`src/rtl/tssd_pkg.sv`:
```
// Shared types, constants and the digit font for the thermometer display driver.
`timescale 1ns / 1ps

package tssd_pkg;

  localparam int SAMPLE_W  = 12;
  localparam int SEG_W     = 8;
  localparam int SEL_W     = 4;
  localparam int TEMP_W    = 10;
  localparam int REF_W     = 13;
  localparam int THR_W     = 10;
  localparam int DIGITS    = 4;
  localparam int DIG_IDX_W = 2;
  localparam int DIGIT_W   = 4;

  // Stream payload widths, padded to whole bytes.
  localparam int IN_DATA_W  = 16;
  localparam int OUT_DATA_W = 24;

  localparam logic [REF_W-1:0]  REF_RESET  = 13'd5000;
  localparam logic [THR_W-1:0]  THR_RESET  = 10'd350;
  localparam logic [TEMP_W-1:0] TEMP_MAX   = 10'd999;
  localparam logic [SEG_W-1:0]  SEG_BLANK  = 8'h00;
  localparam logic [SEG_W-1:0]  SEG_DP     = 8'h80;
  localparam logic [SEL_W-1:0]  SEL_NONE   = 4'hF;
  localparam logic [DIG_IDX_W-1:0] DIGIT_RESET = 2'd3;

  // avg * ref, and the rounding divide by 2 * 4095 through a reciprocal.
  localparam int PROD_W     = SAMPLE_W + REF_W;
  localparam int THR_PROD_W = THR_W + SAMPLE_W;
  localparam int NUM_W      = PROD_W + 2;
  localparam int FULL_SCALE = 4095;
  localparam int DIV_DEN    = 2 * FULL_SCALE;
  localparam int DIV_SH     = 40;
  localparam int DIV_MUL_W  = 28;
  localparam longint unsigned DIV_MUL = ((64'd1 << DIV_SH) + DIV_DEN - 1) / DIV_DEN;
  localparam int QUOT_W     = 14;

  // Decimal split of 0..999: /100 and /10 by reciprocal.
  localparam int DEC_W     = 16;
  localparam int TENS_MUL  = 41;
  localparam int TENS_SH   = 12;
  localparam int UNITS_MUL = 205;
  localparam int UNITS_SH  = 11;
  localparam int REM_W     = 7;

  typedef enum logic {
    CMD_SAMPLE = 1'b0,
    CMD_TICK   = 1'b1
  } cmd_e;

  typedef enum logic {
    CFG_REF_MV    = 1'b0,
    CFG_ALARM_THR = 1'b1
  } cfg_reg_e;

  typedef logic [DIGITS-1:0][SEG_W-1:0] codes_t;

  typedef struct packed {
    codes_t              codes;
    logic [TEMP_W-1:0]   tenths;
    logic                alarm;
  } reading_t;

  function automatic logic [SEG_W-1:0] seg_font(input logic [DIGIT_W-1:0] d);
    logic [SEG_W-1:0] s;
    case (d)
      4'd0:    s = 8'h3F;
      4'd1:    s = 8'h06;
      4'd2:    s = 8'h5B;
      4'd3:    s = 8'h4F;
      4'd4:    s = 8'h66;
      4'd5:    s = 8'h6D;
      4'd6:    s = 8'h7D;
      4'd7:    s = 8'h07;
      4'd8:    s = 8'h7F;
      4'd9:    s = 8'h6F;
      default: s = SEG_BLANK;
    endcase
    return s;
  endfunction

endpackage

```
`src/rtl/tssd_accum.sv`:
```
// Sample accumulator: running sum and count of the current averaging batch.
`timescale 1ns / 1ps

module tssd_accum #(
  parameter int SAMPLES_AVG = 16
) (
  input  logic                                          clk_i,
  input  logic                                          rst_ni,
  input  logic                                          add_i,
  input  logic [tssd_pkg::SAMPLE_W-1:0]                 sample_i,
  output logic                                          batch_o,
  output logic [$clog2(SAMPLES_AVG*4095+1)-1:0]         total_o
);
  import tssd_pkg::*;

  localparam int SUM_W = $clog2(SAMPLES_AVG * FULL_SCALE + 1);
  localparam int CNT_W = $clog2(SAMPLES_AVG + 1);
  localparam logic [CNT_W-1:0] CNT_LAST = CNT_W'(SAMPLES_AVG - 1);

  logic [SUM_W-1:0] sum_q, sum_d;
  logic [CNT_W-1:0] cnt_q, cnt_d;

  assign total_o = sum_q + SUM_W'(sample_i);
  assign batch_o = (cnt_q == CNT_LAST);

  always_comb begin
    sum_d = sum_q;
    cnt_d = cnt_q;
    if (add_i) begin
      if (batch_o) begin
        sum_d = '0;
        cnt_d = '0;
      end else begin
        sum_d = total_o;
        cnt_d = cnt_q + CNT_W'(1);
      end
    end
  end

  always_ff @(posedge clk_i or negedge rst_ni) begin
    if (!rst_ni) begin
      sum_q <= '0;
      cnt_q <= '0;
    end else begin
      sum_q <= sum_d;
      cnt_q <= cnt_d;
    end
  end

endmodule

```
`src/rtl/tssd_conv.sv`:
```
// Conversion pipe: batch average, scaling to tenths, alarm compare, digit codes.
`timescale 1ns / 1ps

module tssd_conv #(
  parameter int SAMPLES_AVG = 16
) (
  input  logic                                   clk_i,
  input  logic                                   rst_ni,
  input  logic                                   start_i,
  input  logic [$clog2(SAMPLES_AVG*4095+1)-1:0]  total_i,
  input  logic [tssd_pkg::REF_W-1:0]             ref_mv_i,
  input  logic [tssd_pkg::THR_W-1:0]             thr_i,
  input  logic                                   ack_i,
  output logic                                   done_o,
  output logic                                   busy_o,
  output tssd_pkg::reading_t                     reading_o
);
  import tssd_pkg::*;

  localparam int SUM_W  = $clog2(SAMPLES_AVG * FULL_SCALE + 1);
  localparam int AVG_SH = SUM_W + $clog2(SAMPLES_AVG) + 1;
  localparam int MUL_W  = AVG_SH + 1;
  localparam int AVGM_W = SUM_W + MUL_W;
  localparam longint unsigned AVG_MUL =
      ((64'd1 << AVG_SH) + SAMPLES_AVG - 1) / SAMPLES_AVG;
  localparam int DIVP_W = NUM_W + DIV_MUL_W;

  logic v1_q, v2_q, v3_q, v4_q, v5_q;

  logic [SUM_W-1:0]      tot_q;
  logic [AVGM_W-1:0]     avgm_q;
  logic [PROD_W-1:0]     prod_q;
  logic [THR_PROD_W-1:0] thr_x_q;
  logic [QUOT_W-1:0]     quot_q;
  logic                  alarm_q;
  reading_t              reading_q, reading_d;

  logic [SAMPLE_W-1:0]   avg;
  logic [NUM_W-1:0]      num;
  logic [DIVP_W-1:0]     divp;

  assign avg  = avgm_q[AVG_SH +: SAMPLE_W];
  // 2*prod + 4095, then divide by 8190
  assign num  = {1'b0, prod_q, 1'b0} + NUM_W'(FULL_SCALE);
  assign divp = DIVP_W'(num) * DIVP_W'(DIV_MUL);

  always_ff @(posedge clk_i) begin
    if (start_i) tot_q <= total_i;
    if (v1_q) avgm_q <= AVGM_W'(tot_q) * AVGM_W'(AVG_MUL);
    if (v2_q) begin
      prod_q  <= PROD_W'(avg) * PROD_W'(ref_mv_i);
      thr_x_q <= {thr_i, {SAMPLE_W{1'b0}}} - THR_PROD_W'(thr_i);
    end
    if (v3_q) begin
      quot_q  <= divp[DIV_SH +: QUOT_W];
      alarm_q <= (prod_q >= PROD_W'(thr_x_q));
    end
  end

  // Clamp and decimal split.
  always_comb begin
    logic [TEMP_W-1:0]  t;
    logic [DEC_W-1:0]   tp;
    logic [DIGIT_W-1:0] tens, units, tenths;
    logic [REM_W-1:0]   r;
    logic [DEC_W-1:0]   up;
    t      = (quot_q > QUOT_W'(TEMP_MAX)) ? TEMP_MAX : quot_q[TEMP_W-1:0];
    tp     = DEC_W'(t) * DEC_W'(TENS_MUL);
    tens   = tp[TENS_SH +: DIGIT_W];
    r      = REM_W'(t - TEMP_W'(tens) * TEMP_W'(100));
    up     = DEC_W'(r) * DEC_W'(UNITS_MUL);
    units  = up[UNITS_SH +: DIGIT_W];
    tenths = DIGIT_W'(r - REM_W'(units) * REM_W'(10));
    reading_d.codes[0] = SEG_BLANK;
    reading_d.codes[1] = (tens != '0) ? seg_font(tens) : SEG_BLANK;
    reading_d.codes[2] = seg_font(units) | SEG_DP;
    reading_d.codes[3] = seg_font(tenths);
    reading_d.tenths   = t;
    reading_d.alarm    = alarm_q;
  end

  always_ff @(posedge clk_i or negedge rst_ni) begin
    if (!rst_ni) begin
      v1_q      <= 1'b0;
      v2_q      <= 1'b0;
      v3_q      <= 1'b0;
      v4_q      <= 1'b0;
      v5_q      <= 1'b0;
      reading_q <= '0;
    end else begin
      v1_q <= start_i;
      v2_q <= v1_q;
      v3_q <= v2_q;
      v4_q <= v3_q;
      // finished reading waits here until the result slot takes it
      v5_q <= v4_q | (v5_q & ~ack_i);
      if (v4_q) reading_q <= reading_d;
    end
  end

  assign done_o    = v5_q;
  assign busy_o    = v1_q | v2_q | v3_q | v4_q | v5_q;
  assign reading_o = reading_q;

endmodule

```
`src/rtl/tssd_scan.sv`:
```
// Digit scanner: steps to the next non-blank digit on each tick.
`timescale 1ns / 1ps

module tssd_scan (
  input  logic                       clk_i,
  input  logic                       rst_ni,
  input  logic                       tick_i,
  input  tssd_pkg::codes_t           codes_i,
  output logic [tssd_pkg::SEG_W-1:0] seg_o,
  output logic [tssd_pkg::SEL_W-1:0] sel_n_o
);
  import tssd_pkg::*;

  logic [DIG_IDX_W-1:0] cur_q, cur_d;

  always_comb begin
    logic                 found;
    logic [DIG_IDX_W-1:0] d;
    found   = 1'b0;
    cur_d   = cur_q;
    seg_o   = SEG_BLANK;
    sel_n_o = SEL_NONE;
    // search starts one past the digit lit last
    for (int k = 1; k <= DIGITS; k++) begin
      d = cur_q + DIG_IDX_W'(k);
      if (!found && codes_i[d] != SEG_BLANK) begin
        found   = 1'b1;
        cur_d   = d;
        seg_o   = codes_i[d];
        sel_n_o = ~(SEL_W'(1) << d);
      end
    end
  end

  always_ff @(posedge clk_i or negedge rst_ni) begin
    if (!rst_ni) begin
      cur_q <= DIGIT_RESET;
    end else if (tick_i) begin
      cur_q <= cur_d;
    end
  end

endmodule

```
`src/rtl/thermometer_seven_segment_driver.sv`:
```
// Path: ticks and ordinary samples pass the input register, then the output
// register; the sample that closes a batch runs through the five-stage
// conversion pipe first. Throughput: one request per cycle while the output
// is not stalled; the input stalls while the conversion pipe runs.
// Reset: async active low; sums, display codes, reading and alarm cleared,
// scan pointer set to the last digit, registers to 5000 mV and 35.0 degrees.
`timescale 1ns / 1ps

module thermometer_seven_segment_driver #(
  parameter int SAMPLES_AVG = 16
) (
  input  logic                            clk_i,
  input  logic                            rst_ni,
  // s_axis_tdata_i: [11:0] sample
  input  logic                            s_axis_tvalid_i,
  output logic                            s_axis_tready_o,
  input  logic [tssd_pkg::IN_DATA_W-1:0]  s_axis_tdata_i,
  // s_axis_tuser_i: [0] command
  input  logic                            s_axis_tuser_i,
  // m_axis_tdata_o: [7:0] segments, [11:8] digit_select_n, [12] alarm,
  //                 [22:13] temp_tenths
  output logic                            m_axis_tvalid_o,
  input  logic                            m_axis_tready_i,
  output logic [tssd_pkg::OUT_DATA_W-1:0] m_axis_tdata_o,
  // m_axis_tuser_o: [0] reading_done
  output logic                            m_axis_tuser_o,
  input  logic                            cfg_valid_i,
  output logic                            cfg_ready_o,
  input  logic                            cfg_index_i,
  input  logic [tssd_pkg::REF_W-1:0]      cfg_data_i
);
  import tssd_pkg::*;

  localparam int SUM_W = $clog2(SAMPLES_AVG * FULL_SCALE + 1);

  logic [REF_W-1:0] ref_q;
  logic [THR_W-1:0] thr_q;

  logic                in_vld_q;
  cmd_e                in_cmd_q;
  logic [SAMPLE_W-1:0] in_smp_q;

  logic                out_vld_q;
  logic [SEG_W-1:0]    out_seg_q, out_seg_d;
  logic [SEL_W-1:0]    out_sel_q, out_sel_d;
  logic                out_alarm_q;
  logic [TEMP_W-1:0]   out_temp_q;
  logic                out_done_q;

  logic             out_free, consume, is_tick, is_sample, out_wr;
  logic             batch, conv_start, conv_done, conv_busy;
  logic [SUM_W-1:0] total;
  logic [SEG_W-1:0] scan_seg;
  logic [SEL_W-1:0] scan_sel;
  reading_t         reading;

  assign cfg_ready_o = 1'b1;

  always_ff @(posedge clk_i or negedge rst_ni) begin
    if (!rst_ni) begin
      ref_q <= REF_RESET;
      thr_q <= THR_RESET;
    end else if (cfg_valid_i) begin
      case (cfg_reg_e'(cfg_index_i))
        CFG_REF_MV:    ref_q <= cfg_data_i;
        CFG_ALARM_THR: thr_q <= cfg_data_i[THR_W-1:0];
        default:       ;
      endcase
    end
  end

  assign out_free  = !out_vld_q || m_axis_tready_i;
  // input item leaves the input register; held while a reading is in flight
  assign consume   = in_vld_q && out_free && !conv_busy;
  assign is_tick   = consume && (in_cmd_q == CMD_TICK);
  assign is_sample = consume && (in_cmd_q == CMD_SAMPLE);
  assign conv_start = is_sample && batch;
  assign out_wr    = (consume && !conv_start) || (conv_done && out_free);

  assign s_axis_tready_o = !in_vld_q || consume;

  always_ff @(posedge clk_i or negedge rst_ni) begin
    if (!rst_ni) begin
      in_vld_q <= 1'b0;
    end else if (s_axis_tready_o) begin
      in_vld_q <= s_axis_tvalid_i;
    end
  end

  always_ff @(posedge clk_i) begin
    if (s_axis_tready_o && s_axis_tvalid_i) begin
      in_cmd_q <= cmd_e'(s_axis_tuser_i);
      in_smp_q <= s_axis_tdata_i[SAMPLE_W-1:0];
    end
  end

  tssd_accum #(
    .SAMPLES_AVG (SAMPLES_AVG)
  ) u_accum (
    .clk_i    (clk_i),
    .rst_ni   (rst_ni),
    .add_i    (is_sample),
    .sample_i (in_smp_q),
    .batch_o  (batch),
    .total_o  (total)
  );

  tssd_conv #(
    .SAMPLES_AVG (SAMPLES_AVG)
  ) u_conv (
    .clk_i     (clk_i),
    .rst_ni    (rst_ni),
    .start_i   (conv_start),
    .total_i   (total),
    .ref_mv_i  (ref_q),
    .thr_i     (thr_q),
    .ack_i     (out_free),
    .done_o    (conv_done),
    .busy_o    (conv_busy),
    .reading_o (reading)
  );

  tssd_scan u_scan (
    .clk_i   (clk_i),
    .rst_ni  (rst_ni),
    .tick_i  (is_tick),
    .codes_i (reading.codes),
    .seg_o   (scan_seg),
    .sel_n_o (scan_sel)
  );

  // samples and finished readings drive the display dark
  assign out_seg_d = is_tick ? scan_seg : SEG_BLANK;
  assign out_sel_d = is_tick ? scan_sel : SEL_NONE;

  always_ff @(posedge clk_i or negedge rst_ni) begin
    if (!rst_ni) begin
      out_vld_q <= 1'b0;
    end else if (out_wr) begin
      out_vld_q <= 1'b1;
    end else if (m_axis_tready_i) begin
      out_vld_q <= 1'b0;
    end
  end

  always_ff @(posedge clk_i) begin
    if (out_wr) begin
      out_seg_q   <= out_seg_d;
      out_sel_q   <= out_sel_d;
      out_alarm_q <= reading.alarm;
      out_temp_q  <= reading.tenths;
      out_done_q  <= conv_done;
    end
  end

  assign m_axis_tvalid_o = out_vld_q;
  assign m_axis_tdata_o  = {1'b0, out_temp_q, out_alarm_q, out_sel_q, out_seg_q};
  assign m_axis_tuser_o  = out_done_q;

endmodule
```
`config.mk`:
```
export PLATFORM = sky130hd
export DESIGN_NAME = thermometer_seven_segment_driver
export DESIGN_NICKNAME = d
export VERILOG_FILES = /design/src/rtl/tssd_pkg.sv /design/src/rtl/tssd_accum.sv /design/src/rtl/tssd_conv.sv /design/src/rtl/tssd_scan.sv /design/src/rtl/thermometer_seven_segment_driver.sv
export SDC_FILE = /design/constraint.sdc
export NUM_CORES = 1
export LEC_CHECK = 0
export BUFFER_PORTS_ARGS = -buffer_cell sky130_fd_sc_hd__buf_2
export CORE_MARGIN = 3
export CORE_UTILIZATION = 40
export CTS_BUF_LIST = sky130_fd_sc_hd__clkbuf_16
export DETAILED_ROUTE_END_ITERATION = 10
export PLACE_DENSITY = 0.54
export SETUP_SLACK_MARGIN = 0.4
export SYNTH_ARGS = -nofsm -noshare
export SYNTH_HDL_FRONTEND = slang
export SYNTH_SLANG_ARGS = --single-unit
```
`constraint.sdc`:
```
create_clock -name clk_i -period 20.6 [get_ports clk_i]
set_input_delay 5.15 -clock clk_i [delete_from_list [all_inputs] [get_ports clk_i]]
set_output_delay 5.15 -clock clk_i [all_outputs]
set_load 0.1 [all_outputs]
```
### Word level (Yosys, flattened, before mapping)

Memories as Yosys holds them, arrays and structs flattened. A register that Yosys moved wholly into a read port is not among the register bits.
Index checks and enable logic that the tools add are counted.

* register bits: 219
* bits in read-only memories: 336
* output and inout bits: 28
* memories: 3

* add/sub/neg operators: 9
* multipliers: 6
* magnitude comparators: 6
* equality and inequality tests: 1
* shift operators: 4
* mux-type cells: 28
* bitwise operators: 14
* reductions and logical operators: 33

Memory list
* (no name shown): words 16, bits a word 7, read ports 1, clocked after Yosys merged registers in 0, write ports 0, RTL line tssd_pkg.sv:67 `case (d)`
* (no name shown): words 16, bits a word 7, read ports 1, clocked after Yosys merged registers in 1, write ports 0, RTL line tssd_pkg.sv:67
* (no name shown): words 16, bits a word 7, read ports 1, clocked after Yosys merged registers in 1, write ports 0, RTL line tssd_pkg.sv:67

Operators by type and width (number)
* 8-bit 2-to-1 mux: 9
* 8-bit binary-select mux with 2-bit select: 4
* 27-bit by 28-bit multiplier with 54-bit output, second input constant: 1
* 8-bit nonzero test: 4
* 26-bit by 12-bit adder with 27-bit output, second input constant: 1
* 25-bit by 22-bit greater-or-equal comparator with 1-bit output: 1
* 12-bit by 13-bit multiplier with 25-bit output: 1
* 22-bit by 10-bit subtractor with 22-bit output: 1
* 16-bit by 12-bit adder with 16-bit output: 1
* 10-bit by 6-bit multiplier with 16-bit output, second input constant: 1
* 16-bit 2-to-1 mux: 1
* 4-bit 2-to-1 mux: 4
* 4-bit NOT: 4
* 1-bit by 2-bit << shifter with 4-bit output, first input constant: 4
* 7-bit by 8-bit multiplier with 15-bit output, second input constant: 1
* 14-bit by 10-bit > comparator with 1-bit output, second input constant: 1
* 2-bit by 3-bit < comparator with 1-bit output, second input constant: 4
* 1-bit logical AND: 11
* 10-bit 2-to-1 mux: 1
* 1-bit logical NOT: 9
* 7-bit subtractor: 1
* 2-bit 2-to-1 mux: 3
* 5-bit by 1-bit adder with 5-bit output, second input constant: 1
* 5-bit by 4-bit equality test with 1-bit output, second input constant: 1
* 16 further kinds: 31

### Longest topological paths before layout

* word-level depth: 15
* gate-level depth with buffers: 51
* depth with buffers taken out: 48

### Cells and area by module

Synthesis repeated with hierarchy kept, for this count alone.

* cell total of the unflattened synthesis: 2086
* area, all modules: 21639.5 um2

By module, submodules not included
* tssd_conv: times used 1, cells an instance 1689, area an instance 16403.2 um2, sequential area each 3533.4 um2
* thermometer_seven_segment_driver: times used 1, cells an instance 120, area an instance 2262.2 um2, sequential area each 1750.4 um2
* tssd_accum: times used 1, cells an instance 164, area an instance 1493.9 um2, sequential area each 525.5 um2
* tssd_scan: times used 1, cells an instance 113, area an instance 1480.2 um2, sequential area each 52.6 um2

### Least setup slack after synthesis

No wires, ideal clock.

* path kind: input port to output port
* from: input m_axis_tready_i
* to: output s_axis_tready_o
* arrival time: 6.181 ns
* setup slack: 9.269 ns
* stages on the path: 3
* buffers on the path: 0
* path through: nand2b_1 > nand4_1 > nand2_1

* word-level cells in the longest chain between the ends: 4

RTL lines
* from (decl): RTL line thermometer_seven_segment_driver.sv:23 `input logic m_axis_tready_i,`
* 1-bit logical OR: RTL line thermometer_seven_segment_driver.sv:72 `assign out_free = !out_vld_q || m_axis_tready_i;`
* 1-bit logical AND (2 in series): RTL line thermometer_seven_segment_driver.sv:74 `assign consume = in_vld_q && out_free && !conv_busy;`
* 1-bit logical OR: RTL line thermometer_seven_segment_driver.sv:80 `assign s_axis_tready_o = !in_vld_q || consume;`
* to (decl): RTL line thermometer_seven_segment_driver.sv:16 `output logic s_axis_tready_o,`

Every way passes these cells.

==> impl_metrics.json <==
{
  "yosys_most_used_dff": "edfxtp_1",
  "ctsResizeCount": 0,
  "synth_edf_count": 123,
  "die_w_um": 233,
  "synthArstFlopShare": 0.411,
  "synth.distinct_cells": 82,
  "grt_pass1_vias": 15000,
  "setup.worst_path.start_class": "register",
  "synth_nets": 2593,
  "min_period_ns": 12.65,
  "synthesis.area_sq_um": 20600,
  "n_fill_cell": 4840,
  "critPathKind": "register to register",
  "hpwlAfterDp_mm": 36.1,
  "cts_buffer_depth": 3,
  "power_leakage_nw": 10.6,
  "yosys_warnings": 0,
  "cp_common_cell": "ha_1",
  "crit_path_start": "u_conv.quot_q[13]",
  "cp_max_fo": 12,
  "hold_viol": 0,
  "antenna_cells": 0,
  "max_freq_mhz": 79.0,
  "r2r_setup_slack_ns": 7.95,
  "cts_sinks": 209,
  "drt_iter0_drc": 705,
  "core-area_sq_um": 50500,
  "arrival_ns": 13.07,
  "fin_tns_setup_ns": 0,
  "synth_top_area_frac": 0.212,
  "clkTransAtPathRegs_ns": 0.07,
  "drive_gt1_frac": 0.0827,
  "rsz0062_at_grt": "no",
  "p_per_area_nw_per_um2": 168,
  "slowest_delay_ns": 0.73,
  "htreeDepth": 1,
  "cts_inserted_buffers": 27,
  "ys_seq_elements": 209,
  "syn_to_final_growth_pct": 8.72,
  "ys_top_cells_by_area": "ha_1 (21%), edfxtp_1 (18%), fa_1 (13%)",
  "layout_commonest_cell": "ha_1",
  "cpMaxStageDelayCell": "or4_1",
  "end_kind": "register",
  "r2r-start": "u_conv.quot_q[13]",
  "post-cts-setup-buffer-count": 0,
  "layout_common_cells": "ha_1 (350), inv_1 (286), nand2_1 (189)",
  "fin_nets": 2620,
  "synth_compound_area_frac": 0.108,
  "wire_per_inst_um": 16.4,
  "globalRouteOverflowTotal": 0,
  "fin_skew_ns": 0.0328,
  "drv_cap": 0,
  "avgSynthCellArea_sq_um": 9.96,
  "endpoint": "u_conv.reading_o[39]",
  "ys_seq_area_frac": 0.284,
  "wl_mm": 45.6,
  "relSlewSlack": 0.182,
  "synth_top_family_by_area": "adder cells",
  "initial_core_util": 0.408,
  "grt_util_all_layers": 0.174,
  "synthAdderAreaFrac": 0.347,
  "tightest_slew_ns": 1.22,
  "viasPerCell": 5.22,
  "ir_drop_v": 0.000139,
  "final_area_sq_um": 22400,
  "fp-row-count": 82,
  "muxShareOfSynthArea": 0.0310,
  "finalSetupViolCount": 0,
  "clockRootBuffer": "clkbuf_16",
  "worst_ep_required_time_ns": 21.02,
  "slew_violations": 0,
  "hold_buffers": 0,
  "min_period_over_period": 0.614,
  "antenna_found_initial": 0,
  "grt_max_degree": 63,
  "post-route-drc-count": 0,
  "vias": 14600,
  "place_congestion": 0.867,
  "place_area_sq_um": 21500,
  "worstReg2RegEnd": "u_conv.reading_o[39]",
  "hold_path.class": "register to register",
  "grt_first_pass_wirelength_mm": 77.1,
  "io_pins": 64,
  "ant_nets": 0,
  "status": "finished, final reports clean",
  "yosys.area_share.simple": 0.125,
  "post_synth_inst_count": 2070,
  "port_buffers": 57,
  "synth-xor-area-share": 0.0390,
  "yosysTopAreaCell": "ha_1",
  "clk_latency_ns": 0.57,
  "reg2reg_depth": 47,
  "first_pass_iters": 5,
  "die_y_um": 233,
  "cts_tree": "yes",
  "dieArea_sq_um": 54300
}
==> routing by layer <==
layer,track usage,wire length (um)
met5,0,0
met1,0.232,21300
met3,0.0186,1340
met4,0.0346,652
met2,0.304,22400
==> critical path, delay by kind of cell (launching register included) <==
kind,cells,cell delay (ns)
compound gates,11,2.58
flops,1,0.35
xor+xnor,6,2.24
fa+ha+maj,13,4.24
simple gates,9,1.98
mux,1,0.38
buf+inv,7,0.73
==> area by class of cell <==
cell class                 count  area [sq um]  area share
clock buffer                  27           676      0.0302
clock inverter                22           204     0.00910
inverter                     288          1080      0.0482
multi-input combinational   1508         13400       0.598
sequential                   209          5860       0.262
tap                          672           841      0.0375
timing repair buffer          63           333      0.0149
==> worst min path at each step <==
stage,from,to,slack [ns],depth (start not counted)
floorplan,u_conv.tot_q[4],u_conv.avgm_q[21],0.40,0
global placement,u_conv.tot_q[13],u_conv.avgm_q[30],0.41,0
finish,u_conv.tot_q[5],u_conv.avgm_q[22],0.42,0
detailed placement,u_conv.tot_q[15],u_conv.avgm_q[32],0.40,0
CTS,u_conv.tot_q[5],u_conv.avgm_q[22],0.42,0
global route,u_conv.tot_q[13],u_conv.avgm_q[30],0.42,0
==> sequential cells by signal, indices dropped and copies added, names as in the netlist, 10 cells and up <==
register / cells
thr_q: 10
u_conv.reading_o: 33
u_accum.sum_q: 16
u_conv.avgm_q: 12
ref_q: 13
u_conv.quot_q: 14
out_temp_q: 10
u_conv.tot_q: 12
u_conv.thr_x_q: 22
in_smp_q: 12
u_conv.prod_q: 25
==> cell usage after synthesis (20+ instances only) <==
cell,number
ha_1,350
inv_1,286
nand2_1,189
fa_1,137
edfxtp_1,123
nor2_1,104
a21oi_1,88
dfrtp_1,73
and2_1,68
xnor2_1,61
clkbuf_1,57
o21ai_0,37
a21o_1,31
mux2_2,30
mux2i_1,29
xor2_1,29
nand3_1,25
a31oi_1,23
nor3_1,22
o21ai_1,21
nand4_1,20
==> logic make-up (layout without fill, tap and decap cells) <==
| kind of cell | Yosys count | in the layout |
|---|---|---|
| other cells | 2 | 2 |
| mux | 60 | 60 |
| fa+ha+maj | 490 | 490 |
| xor+xnor | 91 | 91 |
| compound gates | 335 | 335 |
| flops | 209 | 209 |
| buf+inv | 353 | 400 |
| simple gates | 530 | 530 |
==> stage by stage <==
| step | worst slack, ns | total power [W] | utilization | hold slack (ns) | cells |
|---|---|---|---|---|---|
| after CTS | 7.96 | 0.00380 | 0.444 | 0.420 | 2789 |
| final | 7.95 | 0.00376 | 0.444 | 0.418 | 2789 |
| after floorplan | 9.27 | 0.00279 | - | 0.400 | 2070 |
| after global placement | 8.20 | 0.00325 | 0.426 | 0.405 | 2740 |
| after detailed placement | 7.98 | 0.00330 | 0.426 | 0.405 | 2740 |
| after global routing | 6.99 | 0.00418 | 0.444 | 0.425 | 2789 |
==> report_power, final <==
group	total, W	switching [W]	internal (W)
registers	0.000737	0.000110	0.000628
clock network	0.000466	0.000198	0.000268
logic	0.00256	0.00155	0.00101
No activity file was read; power rests on OpenSTA's default activity.
